===== config.mk =====
export PLATFORM = sky130hd
export DESIGN_NAME = sdq_cell
export DESIGN_NICKNAME = d
export VERILOG_FILES = /design/src/rtl/sdq_pkg.sv /design/src/rtl/sdq_cell.sv
export SDC_FILE = /design/constraint.sdc
export NUM_CORES = 1
export LEC_CHECK = 0
export ABC_AREA = 0
export BUFFER_PORTS_ARGS = -buffer_cell sky130_fd_sc_hd__buf_4
export CAP_MARGIN = 0
export CORE_MARGIN = 4
export CORE_UTILIZATION = 49
export DETAILED_ROUTE_END_ITERATION = 8
export PLACE_DENSITY = 0.88
export SETUP_SLACK_MARGIN = 0.2
export SLEW_MARGIN = 5
export SYNTH_ARGS = -nofsm -noshare
export SYNTH_HDL_FRONTEND = slang
export SYNTH_SLANG_ARGS = --single-unit

===== constraint.sdc =====
create_clock -name clk -period 7.1 [get_ports clk]
set_clock_uncertainty 0.15 [all_clocks]
set_input_delay 0 -clock clk [delete_from_list [all_inputs] [get_ports clk]]
set_output_delay 0 -clock clk [all_outputs]
set_load 0.01 [all_outputs]

===== src/rtl/sdq_pkg.sv =====
// shared constants and types for the scene depth quantile block
package sdq_pkg;

  localparam int MAX_POINTS = 1024;
  localparam int IDX_W      = (MAX_POINTS > 1) ? $clog2(MAX_POINTS) : 1;
  localparam int CNT_W      = $clog2(MAX_POINTS + 1);

  localparam int DEPTH_W    = 32;
  localparam int COEF_W     = 18;
  localparam int QDIV_W     = 8;
  localparam int FRAC_W     = 16;
  localparam int PROD_W     = COEF_W + DEPTH_W;
  localparam int SUM_W      = PROD_W + 2;
  localparam int SHR_W      = SUM_W - FRAC_W;
  localparam int SAT_W      = SHR_W + 1;

  localparam int CFG_IDX_W  = 3;
  localparam int CFG_DATA_W = 32;

  localparam logic [CFG_IDX_W-1:0] REG_ROT_X = 3'd0;
  localparam logic [CFG_IDX_W-1:0] REG_ROT_Y = 3'd1;
  localparam logic [CFG_IDX_W-1:0] REG_ROT_Z = 3'd2;
  localparam logic [CFG_IDX_W-1:0] REG_TRANS = 3'd3;
  localparam logic [CFG_IDX_W-1:0] REG_QDIV  = 3'd4;

  typedef logic signed [DEPTH_W-1:0] depth_t;
  typedef logic signed [COEF_W-1:0]  coef_t;

  typedef struct packed {
    logic             ins_en;
    logic             shift_en;
    depth_t           depth;
    logic [CNT_W-1:0] count;
  } cell_ctrl_t;

  typedef struct packed {
    logic   valid;
    logic   has_point;
    logic   last_slot;
    depth_t depth;
  } proj_res_t;

endpackage


===== src/rtl/sdq_cell.sv =====
// one cell of the sorted insertion chain
module sdq_cell (
  input  logic                       clk,
  input  sdq_pkg::cell_ctrl_t        ctrl,
  input  logic [sdq_pkg::IDX_W-1:0]  cell_idx,
  input  sdq_pkg::depth_t            left_val,
  input  logic                       left_gt,
  input  sdq_pkg::depth_t            right_val,
  output sdq_pkg::depth_t            val,
  output logic                       gt
);
  import sdq_pkg::*;

  depth_t val_r;
  depth_t val_nxt;

  // empty cells count as larger than any depth
  assign gt  = (CNT_W'(cell_idx) >= ctrl.count) || (val_r > ctrl.depth);
  assign val = val_r;

  always_comb begin
    val_nxt = val_r;
    if (ctrl.shift_en) begin
      val_nxt = right_val;
    end else if (ctrl.ins_en && gt) begin
      val_nxt = left_gt ? left_val : ctrl.depth;
    end
  end

  always_ff @(posedge clk) begin
    val_r <= val_nxt;
  end

endmodule


==> After elaboration in Yosys (flattened, before gate mapping) <==
Cells that the tools add are included.
{ "classes": {"muxes": 3, "multipliers": 0, "bitwise": 0, "shifts": 0, "n_lt_le_gt_ge": 2, "eq_ne": 0, "reduce_logical": 3, "addsub": 0, "div": 0} }
{ "ops": {"columns": ["operator", "n"], "rows": [
  ["32-bit 2-to-1 mux", 3],
  ["32-bit > comparator", 1],
  ["10-bit by 11-bit >= comparator with 1-bit output", 1],
  ["2-bit nonzero test", 1],
  ["1-bit logical AND", 1],
  ["1-bit logical OR", 1]
]} }
{ "word_totals": {"reg_bits": 32, "romBits": 0, "mem_bits_rw": 0, "out_inout_bits": 33, "mem_count": 0, "word_cells": 9, "latchBits": 0} }

==> Logic depth before layout (Yosys ltp) <==
{ "logic_depth": {"word_depth": 5, "mapped_depth": 9, "ltp_nobuf": 9} }

==> Worst setup path after synthesis <==
No wires, ideal clock.
{ "synth_timing": {"kind": "reg2reg", "from": "register val_r[5] (netlist: val[5])", "to": "register val_r[0] (netlist: val[0]), enable pin", "t_required_ns": 6.526, "setup_time_ns": 0.424, "t_arrival_ns": 3.267, "setup_slack_ns": 3.259, "period_less_slack_ns": 3.841, "stages_incl_launch_ff": 8, "cell_sequence": "edfxtp_1 ha_1 a21o_1 a221o_1 a2111oi_2 o21a_2 nor3_1 o31ai_2"} }
{ "synth_between": {"elab_chain_cells": 4} }
{ "synth_rtl": {"columns": ["item", "line", "source"], "rows": [
  ["start, declared", "sdq_cell.sv:14", "depth_t val_r;"],
  ["start signal, assigned", "sdq_cell.sv:31", "val_r <= val_nxt;"],
  ["32-bit > comparator", "sdq_cell.sv:18", "assign gt = (CNT_W'(cell_idx) >= ctrl.count) || (val_r > ctrl.depth);"],
  ["1-bit logical OR", "sdq_cell.sv:18", null],
  ["1-bit logical AND", "sdq_cell.sv:25", "end else if (ctrl.ins_en && gt) begin"],
  ["2-bit nonzero test (no source line)", null, null]
]} }
Every way passes these cells.
A chain may end at the register's enable or synchronous reset.

==> Worst setup path in the final report <==
{ "layout_timing": {"from": "register val_r[31] (netlist: val[31])", "to": "register val_r[23] (netlist: val[23]), enable pin"} }
Same word-level chain as after synthesis.

==> metrics.md <==
| Metric | Value |
|---|---|
| Drt first-iter violations | `243` |
| Commonest non-fill, non-tap cell in the layout | `buf_4` |
| Row count | `26` |
| Int Pwr | `0.500 mW` |
| Routed wire length | `11800 um` |
| DRT Pass-1 Iters | `5` |
| Die span in y | `82.6 um` |
| Total die area | `6820 um2` |
| Max reg flops | `32` |
| Htree depth | `2` |
| Worst-path clk slew | `70 ps` |
| Tmin final | `3560 ps` |
| Wire per inst | `20.6 um` |
| Overall die width | `82.6 um` |
| Largest net degree at the start of global routing | `66` |
| Commonest non-fill, non-tap cells in the layout | `buf_4 (154), dlygate4sd3_1 (61), inv_1 (43)` |
| Fmax | `281 MHz` |
| P_sw | `0.232 mW` |
| Cts repair resizes | `0` |
| Worst VDD drop | `177 uV` |
| Antenna viol nets, final | `0` |
| Status | `completed` |
| Post-DP HPWL | `6830 um` |
| Post-synth ARST share | `0%` |
| Initial Util | `52.1%` |
| Worst-Margin Slew | `744 ps` |
| Pins Over Slew Limit | `0` |
| Critical path capture point type | `register` |
| Port bufs | `153` |
| Final setup fails | `0` |
| Synthesis-to-layout area growth | `70.6%` |
| Global route overflow | `0` |
| Lkg Pwr | `2.39 nW` |
| Total power draw | `0.732 mW` |
| RSZ-0062 raised after global routing | `false` |
| GP Congestion | `0.766` |
| Area occupied by registers | `961 um2` |
| Via count | `3286` |
| Pwr per Cell Area | `157 nW/um2` |
| Worst skew pair latency | `300 ps` |
| Power share of the combinational group | `40.6%` |
| Slew HR | `50.4%` |
| Crit Path Max Fanout | `19` |
| # IOs | `154` |
| GR Util All Layers | `35.9%` |
| Initial antenna violation count | `0` |
| Gate count after technology mapping | `293` |
| First-pass GRT wire length | `18000 um` |
| Bufs on Longest Clock Path | `2` |
| Multi-input gate area | `1570 um2` |
| Proportion of layout cells with a drive suffix above 1 | `33.3%` |
| Final hold vios | `0` |
| Max-Cap Viols | `0` |
| Seq pwr share | `35.0%` |
| Final Cycle Share | `50.2%` |
| Worst Hold Class | `input port to register` |
| Vias in the first global route | `3556` |
| Startpoint Class | `register` |
| Distinct cells, synth | `34` |
| WP data required | `6930 ps` |
| Flops & latches, synth | `32` |
| FILL cells | `214` |
| ANT cells | `0` |
| Total clock sinks | `32` |
| Root buf cell | `clkbuf_8` |
| Synthesized area per cell | `9.31 um2` |
| Mapped Nets | `456` |
| Netlist Area Pre-Place | `2730 um2` |
| Drc violations | `0` |
| Clock buffer count from CTS | `5` |
| Crit path kind | `register to register` |
| EDFF count, synth | `32` |
| Setup_tns | `0 ps` |
| Register area share after synthesis | `35.2%` |
| Clock network fraction of design power | `24.4%` |
| Floorplan core area | `5240 um2` |
| # nets final | `667` |
| Arr. time, crit path | `3390 ps` |
| Routed vias/inst | `5.71` |
| Main synth FF type | `edfxtp_1` |
| CTS tree | `done` |
| Switching share of total power | `31.7%` |
| Yosys warns | `0` |
## what timing repair did
item,4_1_cts,5_1_grt
endpoints found under the setup margin,0,0
setup buffers,0,0
hold buffers,61,0
hold endpoints to repair,32,0
## Yosys cell counts (2+ instances only)
cell | number | area [um2]
a21o_1 | 3 | 22.5
a21oi_1 | 15 | 75.1
buf_2 | 3 | 15.0
clkbuf_1 | 8 | 30.0
edfxtp_1 | 32 | 961
ha_1 | 42 | 526
inv_1 | 43 | 161
mux2i_1 | 33 | 330
nand2_1 | 40 | 150
nand2b_1 | 3 | 18.8
nand3_1 | 5 | 25.0
nand4_1 | 6 | 37.5
nor2_1 | 2 | 7.51
nor3_1 | 3 | 15.0
o21ai_0 | 35 | 175
o21ai_1 | 2 | 10.0
## worst max-delay path: stages (launching register included)
cell and delay (ps):
edfxtp_1 470, ha_1 450, nand4_1 160, nor4_2 290, nand2_1 150, o21a_2 260, and4bb_1 230, o31ai_4 660
buf_4 410
## worst paths after layout
| path | startpoint | end | slack [ps] | depth (start not counted) |
|---|---|---|---|---|
| worst max-delay path | val[31] | val[23] | 3540 | 8 |
| worst min-delay path | left_val[27] | val[27] | 5 | 3 |
| worst max register to register | val[31] | val[23] | 3540 | 8 |
| worst min register to register | val[31] | val[6] | 1260 | 3 |
## cells by family after synthesis
kind of cell,Yosys count,share of synthesized area (%)
AND/OR/NAND/NOR,65,11.5
adder cells (fa/ha/maj),42,19.3
multiplexers,33,12.1
buffers and inverters,54,7.57
AO/OA/AOI/OAI,67,14.4
flip-flops,32,35.2
## metal layers
layer  up-vias  wire, um  global-route usage [%]
met5         -         0                       0
li1       1468         -                       -
met2       225      6060                    63.5
met4         0       705                    22.9
met1      1527      3970                    36.8
met3        66      1100                    10.3
## final cells by class
cell class	count	share of cell area, %
repair buffers	215	38.0
multi-input cells	207	33.7
clock inverters	2	0.753
well taps	70	1.88
inverters	43	3.47
flip-flops and latches	32	20.7
clock buffers	6	1.56
## stage by stage
| stage | hold slack [ps] | std cells | area (um2) | utilization (%) | worst slack (ps) |
|---|---|---|---|---|---|
| 6_report | 5.24 | 575 | 4650 | 88.8 | 3540 |
| 5_1_grt | 11.8 | 575 | 4650 | 88.8 | 3370 |
| 4_1_cts | 4.03 | 575 | 4650 | 88.8 | 3730 |
| 3_5_place_dp | 133 | 506 | 3940 | 75.1 | 3760 |
| 3_3_place_gp | 132 | 506 | 3940 | 75.1 | 3830 |
| 2_1_floorplan | 37.1 | 293 | 2730 | - | 3260 |
## power by group through the flow
stage | sequential (mW) | clock (mW) | combinational (mW)
3_5_place_dp | 0.257 | 0 | 0.238
6_report | 0.256 | 0.179 | 0.297
4_1_cts | 0.253 | 0.174 | 0.274
5_1_grt | 0.258 | 0.188 | 0.317
3_3_place_gp | 0.255 | 0 | 0.228
2_1_floorplan | 0.267 | 0 | 0.103
(Power assumes the default switching activity.)
